### config.mk
export PLATFORM = sky130hd
export DESIGN_NAME = dedup_append_table
export DESIGN_NICKNAME = d
export VERILOG_FILES = /design/src/dat_pkg.sv /design/src/dat_ctrl.sv /design/src/dat_dpath.sv /design/src/dedup_append_table.sv
export SDC_FILE = /design/constraint.sdc
export NUM_CORES = 2
export LEC_CHECK = 0
export BUFFER_PORTS_ARGS = -buffer_cell sky130_fd_sc_hd__buf_2
export CAP_MARGIN = 20
export CORE_MARGIN = 1
export CORE_UTILIZATION = 45
export CTS_CLUSTER_DIAMETER = 50
export DETAILED_ROUTE_END_ITERATION = 8
export GPL_ROUTABILITY_DRIVEN = 0
export PLACE_DENSITY = 0.58
export SLEW_MARGIN = 0
export SYNTH_ARGS = -nofsm -noshare
export SYNTH_HDL_FRONTEND = slang
export SYNTH_SLANG_ARGS = --single-unit
export TNS_END_PERCENT = 5
### constraint.sdc
create_clock -name clk_i -period 5.15 [get_ports clk_i]
set_clock_uncertainty 0.05 [all_clocks]
set_input_delay 1.03 -clock clk_i [delete_from_list [all_inputs] [get_ports clk_i]]
set_output_delay 1.03 -clock clk_i [all_outputs]
set_load 0.01 [all_outputs]
### src/dat_pkg.sv
package dat_pkg;

  // Field widths of one input item and one result item
  localparam int unsigned FUNC_W    = 2;
  localparam int unsigned VALUE_W   = 32;
  localparam int unsigned INDEX_W   = 6;
  localparam int unsigned STATUS_W  = 3;
  localparam int unsigned FILL_W    = 7;
  localparam int unsigned S_TDATA_W = 40;
  localparam int unsigned M_TDATA_W = 40;

  // Operation codes
  localparam logic [FUNC_W-1:0] FUNC_APPEND = 2'd0;
  localparam logic [FUNC_W-1:0] FUNC_INSERT = 2'd1;
  localparam logic [FUNC_W-1:0] FUNC_READ   = 2'd2;

  // Result status codes
  localparam logic [STATUS_W-1:0] ST_STORED  = 3'd0;
  localparam logic [STATUS_W-1:0] ST_PRESENT = 3'd1;
  localparam logic [STATUS_W-1:0] ST_FULL    = 3'd2;
  localparam logic [STATUS_W-1:0] ST_READ_OK = 3'd3;
  localparam logic [STATUS_W-1:0] ST_BAD     = 3'd4;

  // Commands from the controller to the datapath
  typedef struct packed {
    logic load;     // capture the accepted beat, clear the scan state
    logic scan_en;  // step the membership scan
    logic rd_en;    // read the entry at the requested index
    logic commit;   // update the table and load the result register
  } dat_cmd_t;

  // Status from the datapath to the controller
  typedef struct packed {
    logic is_insert;  // held operation is insert-if-absent
    logic read_ok;    // held operation is a read at a valid index
    logic scan_done;  // membership scan has finished
    logic out_free;   // result register can take a new beat
  } dat_sts_t;

endpackage

### src/dat_ctrl.sv
module dat_ctrl (
  input  logic              clk_i,
  input  logic              rst_ni,
  input  logic              in_valid_i,
  output logic              in_ready_o,
  output dat_pkg::dat_cmd_t cmd_o,
  input  dat_pkg::dat_sts_t sts_i
);

  localparam logic [1:0] S_IDLE = 2'd0;
  localparam logic [1:0] S_DISP = 2'd1;
  localparam logic [1:0] S_SCAN = 2'd2;
  localparam logic [1:0] S_RD   = 2'd3;

  logic [1:0] state_q, state_d;
  logic       fin_q, fin_d;

  // Sequence one operation at a time
  always_comb begin
    state_d = state_q;
    fin_d   = fin_q;
    cmd_o   = '0;
    in_ready_o = 1'b0;
    if (fin_q) begin
      // Wait for room in the result register, then commit
      if (sts_i.out_free) begin
        cmd_o.commit = 1'b1;
        fin_d        = 1'b0;
        state_d      = S_IDLE;
      end
    end else begin
      unique case (state_q)
        S_IDLE: begin
          in_ready_o = 1'b1;
          if (in_valid_i) begin
            cmd_o.load = 1'b1;
            state_d    = S_DISP;
          end
        end
        S_DISP: begin
          if (sts_i.is_insert) begin
            state_d = S_SCAN;
          end else if (sts_i.read_ok) begin
            state_d = S_RD;
          end else begin
            fin_d = 1'b1;
          end
        end
        S_SCAN: begin
          cmd_o.scan_en = 1'b1;
          if (sts_i.scan_done) begin
            fin_d = 1'b1;
          end
        end
        S_RD: begin
          cmd_o.rd_en = 1'b1;
          fin_d       = 1'b1;
        end
        default: begin
          state_d = S_IDLE;
        end
      endcase
    end
  end

  always_ff @(posedge clk_i or negedge rst_ni) begin
    if (!rst_ni) begin
      state_q <= S_IDLE;
      fin_q   <= 1'b0;
    end else begin
      state_q <= state_d;
      fin_q   <= fin_d;
    end
  end

`ifndef SYNTHESIS
  // A commit always returns the controller to idle
  assert property (@(posedge clk_i) disable iff (!rst_ni)
    cmd_o.commit |=> (state_q == S_IDLE) && !fin_q)
    else $error("controller did not return to idle after commit");
  // The read state always hands over to the finish step on the next cycle
  assert property (@(posedge clk_i) disable iff (!rst_ni)
    (state_q == S_RD) && !fin_q |=> fin_q)
    else $error("read state did not hand over to finish");
`endif

endmodule

### src/dat_dpath.sv
module dat_dpath #(
  parameter int unsigned CAPACITY      = 64,
  parameter int unsigned ELEMENT_WIDTH = 32
) (
  input  logic                                 clk_i,
  input  logic                                 rst_ni,
  input  logic        [dat_pkg::FUNC_W-1:0]    in_func_i,
  input  logic signed [dat_pkg::VALUE_W-1:0]   in_value_i,
  input  logic        [dat_pkg::INDEX_W-1:0]   in_index_i,
  input  dat_pkg::dat_cmd_t                    cmd_i,
  output dat_pkg::dat_sts_t                    sts_o,
  output logic                                 out_valid_o,
  input  logic                                 out_ready_i,
  output logic        [dat_pkg::STATUS_W-1:0]  out_status_o,
  output logic signed [dat_pkg::VALUE_W-1:0]   out_read_value_o,
  output logic        [dat_pkg::FILL_W-1:0]    out_fill_count_o
);

  localparam int unsigned AW = (CAPACITY > 1) ? $clog2(CAPACITY) : 1;
  localparam int unsigned CW = $clog2(CAPACITY + 1);
  localparam int unsigned XW = (CW > dat_pkg::INDEX_W) ? CW : dat_pkg::INDEX_W;
  localparam int unsigned EW = ELEMENT_WIDTH;

  // Table storage, written at the fill position, one read port
  logic signed [EW-1:0] mem_q [CAPACITY];

  logic        [dat_pkg::FUNC_W-1:0]   func_q;
  logic signed [EW-1:0]                elem_q;
  logic        [dat_pkg::INDEX_W-1:0]  index_q;
  logic        [CW-1:0]                count_q, count_d;
  logic        [CW-1:0]                ptr_q;
  logic                                rd_vld_q;
  logic                                found_q;
  logic signed [EW-1:0]                rdata_q;
  logic                                out_vld_q;
  logic        [dat_pkg::STATUS_W-1:0] out_status_q, status_d;
  logic signed [dat_pkg::VALUE_W-1:0]  out_rd_q, rd_value_d;
  logic        [dat_pkg::FILL_W-1:0]   out_fill_q;

  logic          scan_issue;
  logic          mem_rd_en;
  logic [AW-1:0] rd_addr;
  logic [AW-1:0] idx_addr;
  logic [XW-1:0] idx_x;
  logic [XW-1:0] cnt_x;
  logic          idx_ok;
  logic          full;
  logic          append_req;
  logic          do_write;
  logic          out_free;

  // Address and scan decode
  assign idx_x      = XW'(index_q);
  assign cnt_x      = XW'(count_q);
  assign idx_ok     = idx_x < cnt_x;
  assign idx_addr   = idx_x[AW-1:0];
  assign scan_issue = cmd_i.scan_en && (ptr_q < count_q);
  assign mem_rd_en  = scan_issue || cmd_i.rd_en;
  assign rd_addr    = cmd_i.scan_en ? ptr_q[AW-1:0] : idx_addr;
  assign full       = count_q == CW'(CAPACITY);
  assign out_free   = !out_vld_q || out_ready_i;

  assign append_req = (func_q == dat_pkg::FUNC_APPEND) ||
                      ((func_q == dat_pkg::FUNC_INSERT) && !found_q);
  assign do_write   = cmd_i.commit && append_req && !full;

  // Build the result of the held operation
  always_comb begin
    rd_value_d = '0;
    case (func_q)
      dat_pkg::FUNC_APPEND: begin
        status_d = full ? dat_pkg::ST_FULL : dat_pkg::ST_STORED;
      end
      dat_pkg::FUNC_INSERT: begin
        if (found_q) begin
          status_d = dat_pkg::ST_PRESENT;
        end else begin
          status_d = full ? dat_pkg::ST_FULL : dat_pkg::ST_STORED;
        end
      end
      dat_pkg::FUNC_READ: begin
        if (idx_ok) begin
          status_d   = dat_pkg::ST_READ_OK;
          rd_value_d = dat_pkg::VALUE_W'(rdata_q);
        end else begin
          status_d = dat_pkg::ST_BAD;
        end
      end
      default: begin
        status_d = dat_pkg::ST_BAD;
      end
    endcase
  end

  assign count_d = do_write ? count_q + CW'(1) : count_q;

  // Capture the accepted beat
  always_ff @(posedge clk_i) begin
    if (cmd_i.load) begin
      func_q  <= in_func_i;
      elem_q  <= EW'(in_value_i);
      index_q <= in_index_i;
    end
  end

  // Write at the fill position, read for scan or indexed read
  always_ff @(posedge clk_i) begin
    if (do_write) begin
      mem_q[count_q[AW-1:0]] <= elem_q;
    end
    if (mem_rd_en) begin
      rdata_q <= mem_q[rd_addr];
    end
  end

  // Fill count and scan state
  always_ff @(posedge clk_i or negedge rst_ni) begin
    if (!rst_ni) begin
      count_q  <= '0;
      ptr_q    <= '0;
      rd_vld_q <= 1'b0;
      found_q  <= 1'b0;
    end else begin
      count_q <= count_d;
      if (cmd_i.load) begin
        ptr_q    <= '0;
        rd_vld_q <= 1'b0;
        found_q  <= 1'b0;
      end else begin
        if (scan_issue) begin
          ptr_q <= ptr_q + CW'(1);
        end
        rd_vld_q <= scan_issue;
        if (rd_vld_q && (rdata_q == elem_q)) begin
          found_q <= 1'b1;
        end
      end
    end
  end

  // Result register: load on commit, drop when taken
  always_ff @(posedge clk_i or negedge rst_ni) begin
    if (!rst_ni) begin
      out_vld_q <= 1'b0;
    end else if (cmd_i.commit) begin
      out_vld_q <= 1'b1;
    end else if (out_ready_i) begin
      out_vld_q <= 1'b0;
    end
  end

  always_ff @(posedge clk_i) begin
    if (cmd_i.commit) begin
      out_status_q <= status_d;
      out_rd_q     <= rd_value_d;
      out_fill_q   <= dat_pkg::FILL_W'(count_d);
    end
  end

  assign sts_o.is_insert = func_q == dat_pkg::FUNC_INSERT;
  assign sts_o.read_ok   = (func_q == dat_pkg::FUNC_READ) && idx_ok;
  assign sts_o.scan_done = found_q || (!(ptr_q < count_q) && !rd_vld_q);
  assign sts_o.out_free  = out_free;

  assign out_valid_o      = out_vld_q;
  assign out_status_o     = out_status_q;
  assign out_read_value_o = out_rd_q;
  assign out_fill_count_o = out_fill_q;

`ifndef SYNTHESIS
  // The fill count never passes the capacity
  assert property (@(posedge clk_i) disable iff (!rst_ni)
    count_q <= CW'(CAPACITY))
    else $error("fill count beyond capacity");
  // A commit never overwrites a result that is still waiting
  assert property (@(posedge clk_i) disable iff (!rst_ni)
    cmd_i.commit |-> (!out_vld_q || out_ready_i))
    else $error("result overwritten before it was taken");
  // The fill count moves only on a commit
  assert property (@(posedge clk_i) disable iff (!rst_ni)
    !cmd_i.commit |=> $stable(count_q))
    else $error("fill count changed without a commit");
  // The scan never reads past the fill count
  assert property (@(posedge clk_i) disable iff (!rst_ni)
    cmd_i.scan_en |-> ptr_q <= count_q)
    else $error("scan pointer beyond fill count");
`endif

endmodule

### src/dedup_append_table.sv
// Deduplicating append table.
// The slave stream carries one operation per beat: tuser selects plain
// append, insert-if-absent or read at index; tdata holds the value and the
// read index. The master stream returns exactly one result beat per input
// beat, with the status code in tuser and the read value and the fill count
// after the operation in tdata.
// One operation is in flight at a time. A plain append and a rejected
// operation go from acceptance through a dispatch step to the commit; an
// indexed read adds a table read step. An insert-if-absent scans the
// stored entries through the single table read port, one entry per cycle,
// before it commits; a hit ends the scan early. The next beat is accepted
// the cycle after the result is loaded into the output register.
// When the receiver stalls, the result waits in the output register while
// the next beat is still accepted and worked on; its commit then waits until
// the output register is free.
// Reset empties the table (fill count zero) and drops any pending result;
// table contents are not cleared, since only entries below the fill count
// are ever read.
module dedup_append_table #(
  parameter int unsigned CAPACITY      = 64,
  parameter int unsigned ELEMENT_WIDTH = 32
) (
  input  logic                            clk_i,
  input  logic                            rst_ni,
  input  logic                            s_axis_tvalid_i,
  output logic                            s_axis_tready_o,
  // [31:0] value, [37:32] index, [39:38] zero
  input  logic [dat_pkg::S_TDATA_W-1:0]   s_axis_tdata_i,
  // [1:0] func
  input  logic [dat_pkg::FUNC_W-1:0]      s_axis_tuser_i,
  output logic                            m_axis_tvalid_o,
  input  logic                            m_axis_tready_i,
  // [31:0] read_value, [38:32] fill_count, [39] zero
  output logic [dat_pkg::M_TDATA_W-1:0]   m_axis_tdata_o,
  // [2:0] status
  output logic [dat_pkg::STATUS_W-1:0]    m_axis_tuser_o
);

  dat_pkg::dat_cmd_t cmd;
  dat_pkg::dat_sts_t sts;

  logic signed [dat_pkg::VALUE_W-1:0] in_value;
  logic        [dat_pkg::INDEX_W-1:0] in_index;
  logic signed [dat_pkg::VALUE_W-1:0] out_read_value;
  logic        [dat_pkg::FILL_W-1:0]  out_fill_count;

  // Unpack the input beat
  assign in_value = s_axis_tdata_i[dat_pkg::VALUE_W-1:0];
  assign in_index = s_axis_tdata_i[dat_pkg::VALUE_W +: dat_pkg::INDEX_W];

  dat_ctrl u_ctrl (
    .clk_i      (clk_i),
    .rst_ni     (rst_ni),
    .in_valid_i (s_axis_tvalid_i),
    .in_ready_o (s_axis_tready_o),
    .cmd_o      (cmd),
    .sts_i      (sts)
  );

  dat_dpath #(
    .CAPACITY      (CAPACITY),
    .ELEMENT_WIDTH (ELEMENT_WIDTH)
  ) u_dpath (
    .clk_i            (clk_i),
    .rst_ni           (rst_ni),
    .in_func_i        (s_axis_tuser_i),
    .in_value_i       (in_value),
    .in_index_i       (in_index),
    .cmd_i            (cmd),
    .sts_o            (sts),
    .out_valid_o      (m_axis_tvalid_o),
    .out_ready_i      (m_axis_tready_i),
    .out_status_o     (m_axis_tuser_o),
    .out_read_value_o (out_read_value),
    .out_fill_count_o (out_fill_count)
  );

  // Pack the result beat
  assign m_axis_tdata_o = {1'b0, out_fill_count, out_read_value};

endmodule

==> impl_metrics.env <==
export IMPL_status="finished clean"
export IMPL_clock_sinks=2182
export IMPL_rsz0062_at_grt="no"
export IMPL_insertion_delay_ns=0.86
export IMPL_ys_seq_area_frac=0.785
export IMPL_fin_hold_ws_ns=0.0931
export IMPL_core_area_um2=183000
export IMPL_finalCritPeriodShare=0.800
export IMPL_rows=157
export IMPL_post_route_util=0.521
export IMPL_crit_type="reg2reg"
export IMPL_crit_arrival_ns=4.62
export IMPL_synth_edf_count=2162
export IMPL_grt_pass1_vias=42200
export IMPL_maxCapViolCount=0
export IMPL_clock_fmax_mhz=243
export IMPL_fp_dieH_um=432
export IMPL_start_util=0.454
export IMPL_avgViaCountPerCell=5.81
export IMPL_period_minus_slack_ns=4.12
export IMPL_clk_pin_slew_ns=0.06
export IMPL_wl_per_cell_um=29.1
export IMPL_postCtsSetupRepairBufs=0
export IMPL_crit_path_end_kind="flop"
export IMPL_worstSetupStartpointType="flop"
export IMPL_synthesis_nets=4492
export IMPL_area_growth_pct=14.7
export IMPL_required_ns=5.64
export IMPL_dp_hpwl_um=120000
export IMPL_synth_cells=4432
export IMPL_crit_fanout=57
export IMPL_synth_cell_type_count=38
export IMPL_hold_buffers=0
export IMPL_hold_viol=0
export IMPL_cts_tree="built"
export IMPL_grt_start_max_net_pins=77
export IMPL_mostFrequentLayoutCell="edfxtp_1"
export IMPL_setup_viol=0
export IMPL_grt_total_usage=0.228
export IMPL_io_buffers=87
export IMPL_io_pins=91
export IMPL_slew_viol_final=0
export IMPL_fin_ws_ns=1.03
export IMPL_die_w_um=432
export IMPL_dieArea_um2=187000
export IMPL_grt_pass1_wl_um=304000
export IMPL_drc=0
export IMPL_antenna_found_initial=8
export IMPL_synth_seq_cells=2182
export IMPL_gr_total_overflow=0
export IMPL_hp_class="in2async"
export IMPL_ir_worst_vdd_v=0.000407
export IMPL_dr_pass1_iters=5
export IMPL_p_leak_nw=33.1
export IMPL_avgSynthCellArea_um2=18.8
export IMPL_power_density_nw_per_um2=491
export IMPL_layout_cells_most_common_list="edfxtp_1 (2162), mux2i_1 (1029), o22ai_1 (512)"
export IMPL_ant_nets=0
export IMPL_drive_gt1_frac=0.151
export IMPL_cts_root_buf="clkbuf_16"
export IMPL_h_tree_depth=4
export IMPL_finalWirelength_um=215000
export IMPL_tightest_slew_ns=1.14
export IMPL_drt_initial_drc_count=4118
export IMPL_ys_flop_type="edfxtp_1"
export IMPL_vias=43000
export IMPL_synth_async_sr_flop_share=0.00917
export IMPL_nNetsFinal=4826
export IMPL_cts_resized=0
export IMPL_cts_buffers=223
export IMPL_clockBufferDepth=3
export IMPL_pre_cts_ws_ns=1.13
export IMPL_slew_headroom=0.243
export IMPL_tns_ns=0
export IMPL_ys_warn_count=0
export IMPL_power_mw=46.9
export IMPL_synthesis_area_um2=83400
[registers in the layout (all words and copies together) (netlist names)]
name and cells:
u_dpath.elem_q 32, u_dpath.ptr_q 7, u_dpath.found_q 1, u_dpath.out_status_o 3, u_dpath.rd_vld_q 1, u_dpath.mem_q 2048, u_dpath.out_read_value_o 32, u_dpath.out_fill_count_o 7
u_dpath.rdata_q 32, u_dpath.out_valid_o 1, u_dpath.cnt_x 7, u_dpath.idx_addr 6, u_ctrl.state_q 2, u_ctrl.fin_q 1, u_dpath.func_q 2
[synthesized netlist by cell type (6+ instances only)]
cell type,count,area [um2]
edfxtp_1,2162,64900
mux2i_1,1030,10300
o22ai_1,512,3200
buf_2,176,881
o41ai_1,128,1120
nor2_1,74,278
buf_4,52,390
nand4_1,41,257
nand2_1,37,139
and2_1,34,213
xnor2_1,34,298
clkbuf_1,20,75.1
dfrtp_1,20,500
nand3_1,19,95.1
ha_1,14,175
inv_1,10,37.5
nand3b_1,8,60.1
a21oi_1,7,35.0
nand2b_1,7,43.8
a21o_1,6,45.0
o21ai_0,6,30.0
[cell families (layout without fill, tap and decap cells)]
group,count (synthesis),after routing,synth area share
compound gates,669,669,0.0542
xor+xnor,38,38,0.00399
fa+ha+maj,14,14,0.00210
buf+inv,259,771,0.0166
flops,2182,2182,0.785
mux,1030,1030,0.124
other cells,1,2,0.0000450
simple gates,239,239,0.0145
[layer usage]
| metal | track usage | wire, um |
|---|---|---|
| met2 | 0.378 | 105000 |
| met4 | 0.0690 | 5500 |
| met5 | 0 | 0 |
| met3 | 0.0375 | 13000 |
| met1 | 0.309 | 91800 |
[stage by stage]
stage	instance area (um2)	std cells
after detailed placement	88700	7005
after global routing	95600	7408
after CTS	95600	7408
final	95600	7409
after global placement	88700	7004
after floorplan	83400	4432
[critical path, cell delays in order, from the launching register on]
cell	delay, ns
dfrtp_1	0.47
or3b_4	0.53
mux2i_4	0.59
buf_12	0.29
buf_12	0.39
mux2i_1	0.24
o22ai_1	0.11
o41ai_1	0.88
nand4_1	0.20
[layout make-up]
cell class	instances	area [um2]
Antenna cell	1	2.50
Clock buffer	282	5860
Clock inverter	121	1040
Fill cell	14600	87900
Inverter	11	41.3
Multi-Input combinational cell	1991	17100
Sequential cell	2182	65400
Tap cell	2464	3080
Timing Repair Buffer	357	2980
[power breakdown]
| part | total [mW] | switching (mW) | internal [mW] |
|---|---|---|---|
| logic | 10.3 | 6.56 | 3.70 |
| registers | 21.3 | 0.428 | 20.8 |
| clock network | 15.4 | 6.68 | 8.69 |
[path summary, 6_finish.rpt]
path | from | to | slack, ns | depth (start not counted)
max | u_ctrl.fin_q | u_dpath.rdata_q[31] | 1.03 | 8
min | rst_ni | u_dpath.cnt_x[6] | 0.09 | 1
max reg2reg | u_ctrl.fin_q | u_dpath.rdata_q[31] | 1.03 | 8
min reg2reg | u_dpath.out_valid_o | u_dpath.out_valid_o | 0.48 | 2
max in group asynchronous | rst_ni | u_dpath.rd_vld_q | 4.60 | 1
min in group clk_i | s_axis_tdata_i[28] | u_dpath.elem_q[28] | 0.29 | 1
Note: power is estimated with default switching activity, not from simulation.
